File: src/rtl/pbp_pkg.sv
// Shared types and constants of the page buffer pool slot manager.
// Used by the memory, the sequencer, the top level and the port checker.
// No dependencies.
package pbp_pkg;

  // Fixed field widths of the stream payloads.
  localparam int unsigned MODE_W   = 2;
  localparam int unsigned PAGE_W   = 24;
  localparam int unsigned SLOT_W   = 6;
  localparam int unsigned STATUS_W = 3;
  localparam int unsigned PIN_W    = 16;
  localparam int unsigned CFG_W    = 7;

  // Packed stream widths, padded to whole bytes.
  localparam int unsigned IN_TDATA_W  = 32;
  localparam int unsigned OUT_TDATA_W = 72;

  localparam logic [PIN_W-1:0] PIN_MAX    = '1;
  localparam logic [CFG_W-1:0] CFG_RESET  = 7'd64;

  typedef enum logic [MODE_W-1:0] {
    MODE_FETCH   = 2'd0,
    MODE_RELEASE = 2'd1,
    MODE_FLUSH   = 2'd2,
    MODE_NOP     = 2'd3
  } mode_e;

  typedef enum logic [STATUS_W-1:0] {
    ST_HIT         = 3'd0,
    ST_FILLED      = 3'd1,
    ST_REPLACED    = 3'd2,
    ST_NO_VICTIM   = 3'd3,
    ST_RELEASED    = 3'd4,
    ST_UNPINNED    = 3'd5,
    ST_FLUSH_ENTRY = 3'd6,
    ST_FLUSH_EMPTY = 3'd7
  } status_e;

  // Control strobes from the sequencer to the slot memory.
  typedef struct packed {
    logic rd_en;
    logic wr_en;
  } mem_ctl_t;

  // One result beat as held in the output register.
  typedef struct packed {
    status_e           status;
    logic [SLOT_W-1:0] slot;
    logic [PAGE_W-1:0] read_page;
    logic [PAGE_W-1:0] write_page;
    logic [PIN_W-1:0]  pin_count;
    logic              last;
  } out_beat_t;

  function automatic out_beat_t mk_beat(status_e st, logic [SLOT_W-1:0] slot,
                                        logic [PAGE_W-1:0] rd, logic [PAGE_W-1:0] wr,
                                        logic [PIN_W-1:0] pin, logic last);
    out_beat_t b;
    b.status     = st;
    b.slot       = slot;
    b.read_page  = rd;
    b.write_page = wr;
    b.pin_count  = pin;
    b.last       = last;
    return b;
  endfunction

endpackage

File: src/rtl/pbp_mem.sv
// Slot memory: one entry per slot holding dirty mark, pin count and page.
// One write port and one read port with registered read data.
// Depends on pbp_pkg for the control strobe struct.
module pbp_mem #(
  parameter int unsigned DEPTH = 64,
  parameter int unsigned AW    = 6,
  parameter int unsigned WIDTH = 41
) (
  input  logic                 clk_i,
  input  pbp_pkg::mem_ctl_t    ctl_i,
  input  logic [AW-1:0]        raddr_i,
  input  logic [AW-1:0]        waddr_i,
  input  logic [WIDTH-1:0]     wdata_i,
  output logic [WIDTH-1:0]     rdata_o
);
  import pbp_pkg::*;

  logic [WIDTH-1:0] mem_q [DEPTH];

  // Write port.
  always_ff @(posedge clk_i) begin
    if (ctl_i.wr_en) begin
      mem_q[waddr_i] <= wdata_i;
    end
  end

  // Read port with registered read data.
  always_ff @(posedge clk_i) begin
    if (ctl_i.rd_en) begin
      rdata_o <= mem_q[raddr_i];
    end
  end

endmodule

File: src/rtl/pbp_ctrl.sv
// Sequencer of the slot manager: takes one request, scans the slot memory,
// updates the touched entry in place and produces the result beats.
// Depends on pbp_pkg; drives the ports of pbp_mem.
module pbp_ctrl #(
  parameter int unsigned SW    = 6,
  parameter int unsigned CW    = 7,
  parameter int unsigned PW    = 24
) (
  input  logic                         clk_i,
  input  logic                         rst_ni,
  input  logic                         in_valid_i,
  output logic                         in_ready_o,
  input  logic [pbp_pkg::MODE_W-1:0]   mode_i,
  input  logic [pbp_pkg::PAGE_W-1:0]   page_i,
  input  logic [pbp_pkg::SLOT_W-1:0]   idx_i,
  input  logic                         mod_i,
  input  logic [CW-1:0]                lim_i,
  output logic                         out_valid_o,
  input  logic                         out_ready_i,
  output pbp_pkg::out_beat_t           out_o,
  output pbp_pkg::mem_ctl_t            mem_ctl_o,
  output logic [SW-1:0]                mem_raddr_o,
  output logic [SW-1:0]                mem_waddr_o,
  output logic [PW+pbp_pkg::PIN_W:0]   mem_wdata_o,
  input  logic [PW+pbp_pkg::PIN_W:0]   mem_rdata_i
);
  import pbp_pkg::*;

  localparam int unsigned EW = PW + PIN_W + 1;

  typedef enum logic [5:0] {
    S_IDLE  = 6'b000001,
    S_SCAN  = 6'b000010,
    S_REL   = 6'b000100,
    S_FLRD  = 6'b001000,
    S_FLCHK = 6'b010000,
    S_OUT   = 6'b100000
  } state_e;

  state_e            state_q, state_d;
  logic [CW-1:0]     filled_q, filled_d;
  logic [CW-1:0]     ptr_q, ptr_d;
  logic              chk_v_q, chk_v_d;
  logic [SW-1:0]     chk_idx_q, chk_idx_d;
  logic              vic_v_q, vic_v_d;
  logic [SW-1:0]     vic_idx_q, vic_idx_d;
  logic [PW-1:0]     vic_page_q, vic_page_d;
  logic              vic_dirty_q, vic_dirty_d;
  logic [PW-1:0]     page_q, page_d;
  logic [SLOT_W-1:0] idx_q, idx_d;
  logic              mod_q, mod_d;
  logic              out_valid_q, out_valid_d;
  out_beat_t         out_q, out_d;

  // Fields of the entry that the memory returned.
  logic [PW-1:0]     rd_page;
  logic [PIN_W-1:0]  rd_pin;
  logic              rd_dirty;
  logic              hit;
  logic [PIN_W-1:0]  pin_inc;
  logic [CW-1:0]     ptr_inc;

  assign rd_page  = mem_rdata_i[PW-1:0];
  assign rd_pin   = mem_rdata_i[PW +: PIN_W];
  assign rd_dirty = mem_rdata_i[EW-1];
  assign hit      = chk_v_q && (rd_page == page_q);
  assign pin_inc  = (rd_pin == PIN_MAX) ? rd_pin : rd_pin + PIN_W'(1);
  assign ptr_inc  = ptr_q + CW'(1);

  assign in_ready_o  = (state_q == S_IDLE);
  assign out_valid_o = out_valid_q;
  assign out_o       = out_q;

  // Request decode, scan sequencing and read-modify-write of one entry.
  always_comb begin
    state_d     = state_q;
    filled_d    = filled_q;
    ptr_d       = ptr_q;
    chk_v_d     = chk_v_q;
    chk_idx_d   = chk_idx_q;
    vic_v_d     = vic_v_q;
    vic_idx_d   = vic_idx_q;
    vic_page_d  = vic_page_q;
    vic_dirty_d = vic_dirty_q;
    page_d      = page_q;
    idx_d       = idx_q;
    mod_d       = mod_q;
    out_valid_d = out_valid_q;
    out_d       = out_q;
    mem_ctl_o   = '0;
    mem_raddr_o = '0;
    mem_waddr_o = '0;
    mem_wdata_o = '0;

    unique case (state_q)
      S_IDLE: begin
        if (in_valid_i) begin
          page_d = page_i[PW-1:0];
          idx_d  = idx_i;
          mod_d  = mod_i;
          unique case (mode_e'(mode_i))
            MODE_FETCH: begin
              if (page_i[PW-1:0] == '0) begin
                out_d       = mk_beat(ST_NO_VICTIM, '0, '0, '0, '0, 1'b1);
                out_valid_d = 1'b1;
                state_d     = S_OUT;
              end else begin
                ptr_d   = '0;
                chk_v_d = 1'b0;
                vic_v_d = 1'b0;
                state_d = S_SCAN;
              end
            end
            MODE_RELEASE: begin
              if ({1'b0, idx_i} >= (SLOT_W + 1)'(filled_q)) begin
                out_d       = mk_beat(ST_UNPINNED, idx_i, '0, '0, '0, 1'b1);
                out_valid_d = 1'b1;
                state_d     = S_OUT;
              end else begin
                mem_ctl_o.rd_en = 1'b1;
                mem_raddr_o     = idx_i[SW-1:0];
                state_d         = S_REL;
              end
            end
            MODE_FLUSH: begin
              if (filled_q == '0) begin
                out_d       = mk_beat(ST_FLUSH_EMPTY, '0, '0, '0, '0, 1'b1);
                out_valid_d = 1'b1;
                state_d     = S_OUT;
              end else begin
                ptr_d   = '0;
                state_d = S_FLRD;
              end
            end
            default: begin
              state_d = S_IDLE;
            end
          endcase
        end
      end

      // One read issued per cycle; the entry read last cycle is compared now.
      // The first unpinned slot below the limit is kept as the victim.
      S_SCAN: begin
        if (chk_v_q && !vic_v_q && (rd_pin == '0) && (CW'(chk_idx_q) < lim_i)) begin
          vic_v_d     = 1'b1;
          vic_idx_d   = chk_idx_q;
          vic_page_d  = rd_page;
          vic_dirty_d = rd_dirty;
        end
        if (hit) begin
          mem_ctl_o.wr_en = 1'b1;
          mem_waddr_o     = chk_idx_q;
          mem_wdata_o     = {rd_dirty, pin_inc, rd_page};
          out_d           = mk_beat(ST_HIT, SLOT_W'(chk_idx_q), '0, '0, pin_inc, 1'b1);
          out_valid_d     = 1'b1;
          chk_v_d         = 1'b0;
          state_d         = S_OUT;
        end else if (ptr_q < filled_q) begin
          mem_ctl_o.rd_en = 1'b1;
          mem_raddr_o     = ptr_q[SW-1:0];
          chk_v_d         = 1'b1;
          chk_idx_d       = ptr_q[SW-1:0];
          ptr_d           = ptr_inc;
        end else if (chk_v_q) begin
          chk_v_d = 1'b0;
        end else begin
          // Miss: fill the next empty slot below the limit, else replace the victim, else report no victim.
          out_valid_d = 1'b1;
          state_d     = S_OUT;
          if (filled_q < lim_i) begin
            mem_ctl_o.wr_en = 1'b1;
            mem_waddr_o     = filled_q[SW-1:0];
            mem_wdata_o     = {1'b0, PIN_W'(1), page_q};
            filled_d        = filled_q + CW'(1);
            out_d = mk_beat(ST_FILLED, SLOT_W'(filled_q), PAGE_W'(page_q), '0,
                            PIN_W'(1), 1'b1);
          end else if (vic_v_q) begin
            mem_ctl_o.wr_en = 1'b1;
            mem_waddr_o     = vic_idx_q;
            mem_wdata_o     = {1'b0, PIN_W'(1), page_q};
            out_d = mk_beat(ST_REPLACED, SLOT_W'(vic_idx_q), PAGE_W'(page_q),
                            vic_dirty_q ? PAGE_W'(vic_page_q) : '0, PIN_W'(1), 1'b1);
          end else begin
            out_d = mk_beat(ST_NO_VICTIM, '0, '0, '0, '0, 1'b1);
          end
        end
      end

      // Release: entry data is ready, write it back updated.
      S_REL: begin
        mem_ctl_o.wr_en = 1'b1;
        mem_waddr_o     = idx_q[SW-1:0];
        out_valid_d     = 1'b1;
        state_d         = S_OUT;
        if (rd_pin == '0) begin
          mem_wdata_o = {rd_dirty | mod_q, rd_pin, rd_page};
          out_d       = mk_beat(ST_UNPINNED, idx_q, '0, '0, '0, 1'b1);
        end else begin
          mem_wdata_o = {rd_dirty | mod_q, rd_pin - PIN_W'(1), rd_page};
          out_d       = mk_beat(ST_RELEASED, idx_q, '0, '0, rd_pin - PIN_W'(1), 1'b1);
        end
      end

      S_FLRD: begin
        mem_ctl_o.rd_en = 1'b1;
        mem_raddr_o     = ptr_q[SW-1:0];
        state_d         = S_FLCHK;
      end

      // Flush: list the entry and clear its dirty mark.
      S_FLCHK: begin
        mem_ctl_o.wr_en = 1'b1;
        mem_waddr_o     = ptr_q[SW-1:0];
        mem_wdata_o     = {1'b0, rd_pin, rd_page};
        out_d = mk_beat(ST_FLUSH_ENTRY, SLOT_W'(ptr_q[SW-1:0]), '0, PAGE_W'(rd_page),
                        rd_pin, ptr_inc == filled_q);
        out_valid_d = 1'b1;
        ptr_d       = ptr_inc;
        state_d     = S_OUT;
      end

      S_OUT: begin
        if (out_ready_i) begin
          out_valid_d = 1'b0;
          state_d     = out_q.last ? S_IDLE : S_FLRD;
        end
      end

      default: begin
        state_d = S_IDLE;
      end
    endcase
  end

  // Control registers.
  always_ff @(posedge clk_i or negedge rst_ni) begin
    if (!rst_ni) begin
      state_q     <= S_IDLE;
      filled_q    <= '0;
      ptr_q       <= '0;
      chk_v_q     <= 1'b0;
      vic_v_q     <= 1'b0;
      out_valid_q <= 1'b0;
    end else begin
      state_q     <= state_d;
      filled_q    <= filled_d;
      ptr_q       <= ptr_d;
      chk_v_q     <= chk_v_d;
      vic_v_q     <= vic_v_d;
      out_valid_q <= out_valid_d;
    end
  end

  // Payload registers.
  always_ff @(posedge clk_i) begin
    chk_idx_q   <= chk_idx_d;
    vic_idx_q   <= vic_idx_d;
    vic_page_q  <= vic_page_d;
    vic_dirty_q <= vic_dirty_d;
    page_q      <= page_d;
    idx_q       <= idx_d;
    mod_q       <= mod_d;
    out_q       <= out_d;
  end

endmodule

File: src/rtl/pinned_page_buffer_pool_core.sv
// Page buffer pool slot manager. Fetch: the tag and victim scan reads one slot per cycle,
// then the result beat is registered. Release: the entry is read, then written back.
// Flush: each filled slot is read, then written back as its beat is listed; output stalls hold the flush.
// One request is processed at a time; the next is taken after the last beat leaves.
// Reset (rst_ni low, asynchronous) empties the pool and sets the slot limit to 64;
// the slot memory is not cleared, the fill count keeps unwritten slots from being read.
module pinned_page_buffer_pool_core #(
  parameter int unsigned SLOTS     = 64,
  parameter int unsigned PAGE_BITS = 24
) (
  input  logic                                clk_i,
  input  logic                                rst_ni,
  // Configuration: slot limit.
  input  logic                                cfg_valid_i,
  output logic                                cfg_ready_o,
  input  logic [pbp_pkg::CFG_W-1:0]           cfg_data_i,
  // Requests.
  input  logic                                s_tvalid,
  output logic                                s_tready,
  // page_number[23:0], slot_index[29:24], modified[30], zero pad[31]
  input  logic [pbp_pkg::IN_TDATA_W-1:0]      s_tdata,
  // mode[1:0]
  input  logic [pbp_pkg::MODE_W-1:0]          s_tuser,
  // Results.
  output logic                                m_tvalid,
  input  logic                                m_tready,
  // slot[5:0], read_page[29:6], write_page[53:30], pin_count[69:54], zero pad[71:70]
  output logic [pbp_pkg::OUT_TDATA_W-1:0]     m_tdata,
  // status[2:0]
  output logic [pbp_pkg::STATUS_W-1:0]        m_tuser,
  output logic                                m_tlast
);
  import pbp_pkg::*;

  localparam int unsigned SW = $clog2(SLOTS);
  localparam int unsigned CW = $clog2(SLOTS + 1);
  localparam int unsigned PW = (PAGE_BITS < PAGE_W) ? PAGE_BITS : PAGE_W;
  localparam int unsigned EW = PW + PIN_W + 1;

  logic [CFG_W-1:0] cfg_q;
  logic [CW-1:0]    lim;
  mem_ctl_t         mem_ctl;
  logic [SW-1:0]    mem_raddr;
  logic [SW-1:0]    mem_waddr;
  logic [EW-1:0]    mem_wdata;
  logic [EW-1:0]    mem_rdata;
  out_beat_t        beat;

  // Slot limit register.
  assign cfg_ready_o = 1'b1;

  always_ff @(posedge clk_i or negedge rst_ni) begin
    if (!rst_ni) begin
      cfg_q <= CFG_RESET;
    end else if (cfg_valid_i) begin
      cfg_q <= cfg_data_i;
    end
  end

  // Effective limit: zero acts as one, values above the slot count clamp.
  always_comb begin
    priority if (cfg_q == '0) begin
      lim = CW'(1);
    end else if (cfg_q > CFG_W'(SLOTS)) begin
      lim = CW'(SLOTS);
    end else begin
      lim = cfg_q[CW-1:0];
    end
  end

  pbp_ctrl #(
    .SW    (SW),
    .CW    (CW),
    .PW    (PW)
  ) u_ctrl (
    .clk_i       (clk_i),
    .rst_ni      (rst_ni),
    .in_valid_i  (s_tvalid),
    .in_ready_o  (s_tready),
    .mode_i      (s_tuser),
    .page_i      (s_tdata[PAGE_W-1:0]),
    .idx_i       (s_tdata[PAGE_W +: SLOT_W]),
    .mod_i       (s_tdata[PAGE_W + SLOT_W]),
    .lim_i       (lim),
    .out_valid_o (m_tvalid),
    .out_ready_i (m_tready),
    .out_o       (beat),
    .mem_ctl_o   (mem_ctl),
    .mem_raddr_o (mem_raddr),
    .mem_waddr_o (mem_waddr),
    .mem_wdata_o (mem_wdata),
    .mem_rdata_i (mem_rdata)
  );

  pbp_mem #(
    .DEPTH (SLOTS),
    .AW    (SW),
    .WIDTH (EW)
  ) u_mem (
    .clk_i   (clk_i),
    .ctl_i   (mem_ctl),
    .raddr_i (mem_raddr),
    .waddr_i (mem_waddr),
    .wdata_i (mem_wdata),
    .rdata_o (mem_rdata)
  );

  // Result beat packing.
  assign m_tdata = {2'b00, beat.pin_count, beat.write_page, beat.read_page, beat.slot};
  assign m_tuser = beat.status;
  assign m_tlast = beat.last;

endmodule

File: config.mk
export PLATFORM = sky130hd
export DESIGN_NAME = pinned_page_buffer_pool_core
export DESIGN_NICKNAME = d
export VERILOG_FILES = /design/src/rtl/pbp_pkg.sv /design/src/rtl/pbp_mem.sv /design/src/rtl/pbp_ctrl.sv /design/src/rtl/pinned_page_buffer_pool_core.sv
export SDC_FILE = /design/constraint.sdc
export NUM_CORES = 2
export LEC_CHECK = 0
export ABC_AREA = 1
export BUFFER_PORTS_ARGS = -buffer_cell sky130_fd_sc_hd__buf_4
export CORE_ASPECT_RATIO = 1.2
export CORE_MARGIN = 5
export CORE_UTILIZATION = 45
export DETAILED_ROUTE_END_ITERATION = 8
export SYNTH_ARGS = -nofsm -noshare
export SYNTH_HDL_FRONTEND = slang
export SYNTH_SLANG_ARGS = --single-unit
File: constraint.sdc
create_clock -name clk_i -period 8.05 [get_ports clk_i]
set_input_delay 0.805 -clock clk_i [delete_from_list [all_inputs] [get_ports clk_i]]
set_output_delay 0.805 -clock clk_i [all_outputs]
set_load 0.01 [all_outputs]
==> impl_metrics.py <==
metrics = {
    "critical_path": {
        "cp_data_arrival_time_ns": 6.65,
        "crit_fanout": 27,
        "end_kind": "flop",
        "crit_required_ns": 8.52,
        "path_class": "flop to flop",
        "cp-start-kind": "flop",
    },
    "cts": {
        "clk_pin_slew_ns": 0.06,
        "clock_latency_ns": 0.86,
        "htree_levels": 5,
        "cts_buffers": 287,
        "clockBufferDepth": 4,
        "cts_hold_buf": 1,
        "post_cts.repair.setup_buffers": 0,
        "root_buffer": "clkbuf_16",
        "post_cts_resized": 0,
        "clkSinkCount": 2837,
        "cts_tree": "done",
    },
    "die": {
        "die_h_um": 589.7,
        "core_um2": 278500,
        "rows": 212,
        "initial_core_util": 0.4525,
        "die_area_um2": 290800,
        "fp.dieW_um": 493.1,
        "ios": 125,
    },
    "pwr": {
        "pwr-share-comb": 0.071,
        "internal_power_mw": 24.76,
        "pwr-share-clk": 0.406,
        "seqPwrFrac": 0.523,
        "p_per_area_nw_per_um2": 229.0,
        "p_total_mw": 32.13,
        "p_leak_nw": 54.12,
        "p_sw_frac": 0.2292,
        "switchingPower_mw": 7.363,
        "ir_drop_mv": 0.2537,
    },
    "timing": {
        "period_share": 0.7675,
        "rsz0062_at_grt": "no",
        "skew_ns": 0.05347,
        "fmax_mhz": 161.9,
        "hold_viol_final": 0,
        "fin_crit_ns": 6.178,
        "slew_violations": 0,
        "worst_pin_slew_ns": 1.357,
        "slew_headroom": 0.09507,
        "finalSetupTns_ns": 0,
        "whs_ns": 0.1314,
        "setup_violations": 0,
        "worst_slack_ns": 1.872,
    },
    "routing": {
        "first_iter_violations": 9168,
        "first_pass_iters": 6,
        "routedWlPerCell_um": 23.33,
        "drc": 0,
        "drt-total-wl_um": 353400,
        "num_vias": 84850,
        "ant_nets": 0,
        "viasPerCell": 5.602,
    },
    "place": {
        "dpl.hpwl_um": 192000,
        "portBuffers": 120,
        "routabilityCongestion": 0.8870,
        "pre_cts_ws_ns": 1.962,
    },
    "layout": {
        "final_nets": 11380,
        "drive_gt1_frac": 0.07621,
        "areaGrowthSynthToFinish_pct": 11.31,
    },
    "grt": {
        "grt_overflow": 0,
        "grt_use_total": 0.2361,
        "grt_pass1_vias": 81320,
        "antenna_found_initial": 4,
        "grt_max_degree": 199,
        "grt_pass1_wl_um": 525400,
    },
    "yosys": {
        "yosys_register_bits": 2837,
        "synth_top_family_by_area": "simple AND/OR/NAND/NOR gates",
        "netlist.area_leader.share": 0.6688,
        "synthMuxAreaShare": 0.0003574,
        "synth_area_leader_cell": "edfxtp_1",
        "yosys-top-cells-area": "edfxtp_1 67%, nand3_1 11%, inv_1 5.4%",
        "yosysWarnings": 0,
        "synth_compound_area_frac": 0.009838,
        "synthAdderAreaFrac": 0.003375,
        "syn_avg_cell_area_um2": 11.06,
        "synthSimpleGateAreaFrac": 0.2283,
        "yosysSeqAreaShare": 0.6748,
        "synth_cell_types": 56,
        "synthXorXnorAreaFrac": 0.002293,
        "syn_inst": 11400,
        "synth.cell_area_um2": 126000,
    },
    "worst_hold_path": {
        "min_path_type": "input pin to flop",
    },
    "run_status": {
        "outcome": "finished clean",
    },
    "run": {
        "drv_cap": 0,
    },
}
power groups by stage:
stage | clock network, mW | registers (mW) | logic, mW
after floorplan | 0 | 17.2 | 1.09
after global placement | 0 | 17.1 | 2.24
after detailed placement | 0 | 17.1 | 2.27
after CTS | 13.3 | 16.8 | 2.28
after global routing | 13.9 | 16.8 | 2.45
final | 13.0 | 16.8 | 2.27
cells by family (layout without fill, tap and decap cells):
group | Yosys count | count (layout)
AND/OR/NAND/NOR | 5749 | 5749
flip-flops | 2837 | 2837
buffers and inverters | 2544 | 2654
AO/OA/AOI/OAI | 193 | 193
adder cells (fa/ha/maj) | 34 | 34
XOR/XNOR | 33 | 33
multiplexers | 4 | 4
other | 2 | 5
per-stage QoR:
stage / instances / utilization / area, µm²
2_1_floorplan: 11400 / - / 126000
3_3_place_gp: 14650 / 0.4716 / 131300
3_5_place_dp: 14650 / 0.4716 / 131300
4_1_cts: 15150 / 0.5037 / 140300
5_1_grt: 15150 / 0.5037 / 140300
6_report: 15150 / 0.5037 / 140300
cell usage in the layout, fill, tap and decap left out, types with 8 or more instances in the layout:
cell,instances
edfxtp_1,2807
nand3_1,2794
inv_1,1807
nand2_1,1796
nand3b_1,903
buf_4,301
clkbuf_16,299
nor2_1,96
nor2_4,69
clkbuf_1,62
o21ai_0,53
clkinv_1,52
clkinv_2,45
buf_12,35
ha_1,34
xor2_1,28
dfrtp_1,28
o22ai_1,26
nand4_1,24
o22ai_4,24
nor3_1,23
bufinv_16,21
a21oi_1,20
o221ai_1,13
nor4_1,12
o221ai_4,11
o211ai_1,9
inv_2,8
clkinvlp_4,8
layout make-up:
class                           instances  area [µm²]
Tap cell                             3638        4552
Clock buffer                          363        7742
Clock inverter                        132        1194
Multi-Input combinational cell       6016       31910
Timing Repair Buffer                  337        2970
Sequential cell                      2837       85040
Inverter                             1822        6864
Fill cell                           24190      138200
Antenna cell                            2       5.005
worst max-delay path, stage by stage (launching register included):
cell and delay, ns:
dfrtp_1 0.39, nor2_1 0.13, nand4_1 0.13, nand2_1 0.10, nand2_1 0.09, ha_1 0.30
a21oi_1 0.13, nor2_1 0.05, a211oi_1 0.29, nand2_2 0.26, nand2_1 0.11, o21ai_0 0.15
nand2_1 0.13, nand2_1 0.07, o21ai_0 0.81, nand3_1 1.05, nor2_4 0.94, buf_4 0.59
sequential cells by signal, summed over array words and instances (netlist names), 6 cells and up:
name,count
u_ctrl.state_q,6
u_ctrl.vic_idx_q,6
u_ctrl.ptr_q,7
u_ctrl.vic_page_q,24
u_ctrl.chk_idx_q,6
u_ctrl.filled_q,7
u_ctrl.out_o,74
cfg_q,7
u_ctrl.idx_q,6
u_mem.rdata_o,41
u_ctrl.page_q,24
u_mem.mem_q,2624
worst paths after layout:
check                                                start                             end  slack, ns  cells past startpoint
min in group asynchronous                           rst_ni   u_ctrl.state_q[4]$_DFFE_PN0P_       0.44                      2
worst max register to register        cfg_q[4]$_DFFE_PN0P_    u_mem.mem_q[22][4]$_DFFE_PP_       1.87                     17
worst min register to register  u_mem.rdata_o[1]$_DFFE_PP_  u_ctrl.vic_page_q[1]$_DFFE_PP_       0.48                      0
max in group asynchronous                           rst_ni            cfg_q[6]$_DFFE_PN1P_       7.23                      2
worst min-delay path                            s_tdata[9]      u_ctrl.page_q[9]$_DFFE_PP_       0.13                      1
worst max-delay path                  cfg_q[4]$_DFFE_PN0P_    u_mem.mem_q[22][4]$_DFFE_PP_       1.87                     17
synth_stat cells (all sizes together):
cell type	n
dfrtp	28
o221ai	24
o41ai	2
a31oi	5
nor3	26
nor2	167
o21ai	67
or2	2
xnor2	5
nand4	25
o22ai	50
o21a	1
mux2	4
nand2	1805
nor3b	2
inv	1819
a21oi	21
o32ai	3
o31ai	2
a211oi	3
buf	533
and2	4
ha	34
o2111ai	1
conb	2
o211ai	9
a22oi	2
dfstp	2
clkbuf	189
a221oi	3
edfxtp	2807
nand3	2800
nand3b	903
nor4	13
or4	2
xor2	28
clkinv	3
metal layers:
metal / vias up / wire [µm] / GRT usage
met2: 3507 / 172400 / 0.3978
met5: - / 0 / 0
met4: 0 / 9514 / 0.07119
li1: 38830 / - / -
met1: 41900 / 145400 / 0.3208
met3: 618 / 26140 / 0.03128
Power figures use the tool's default switching activity.
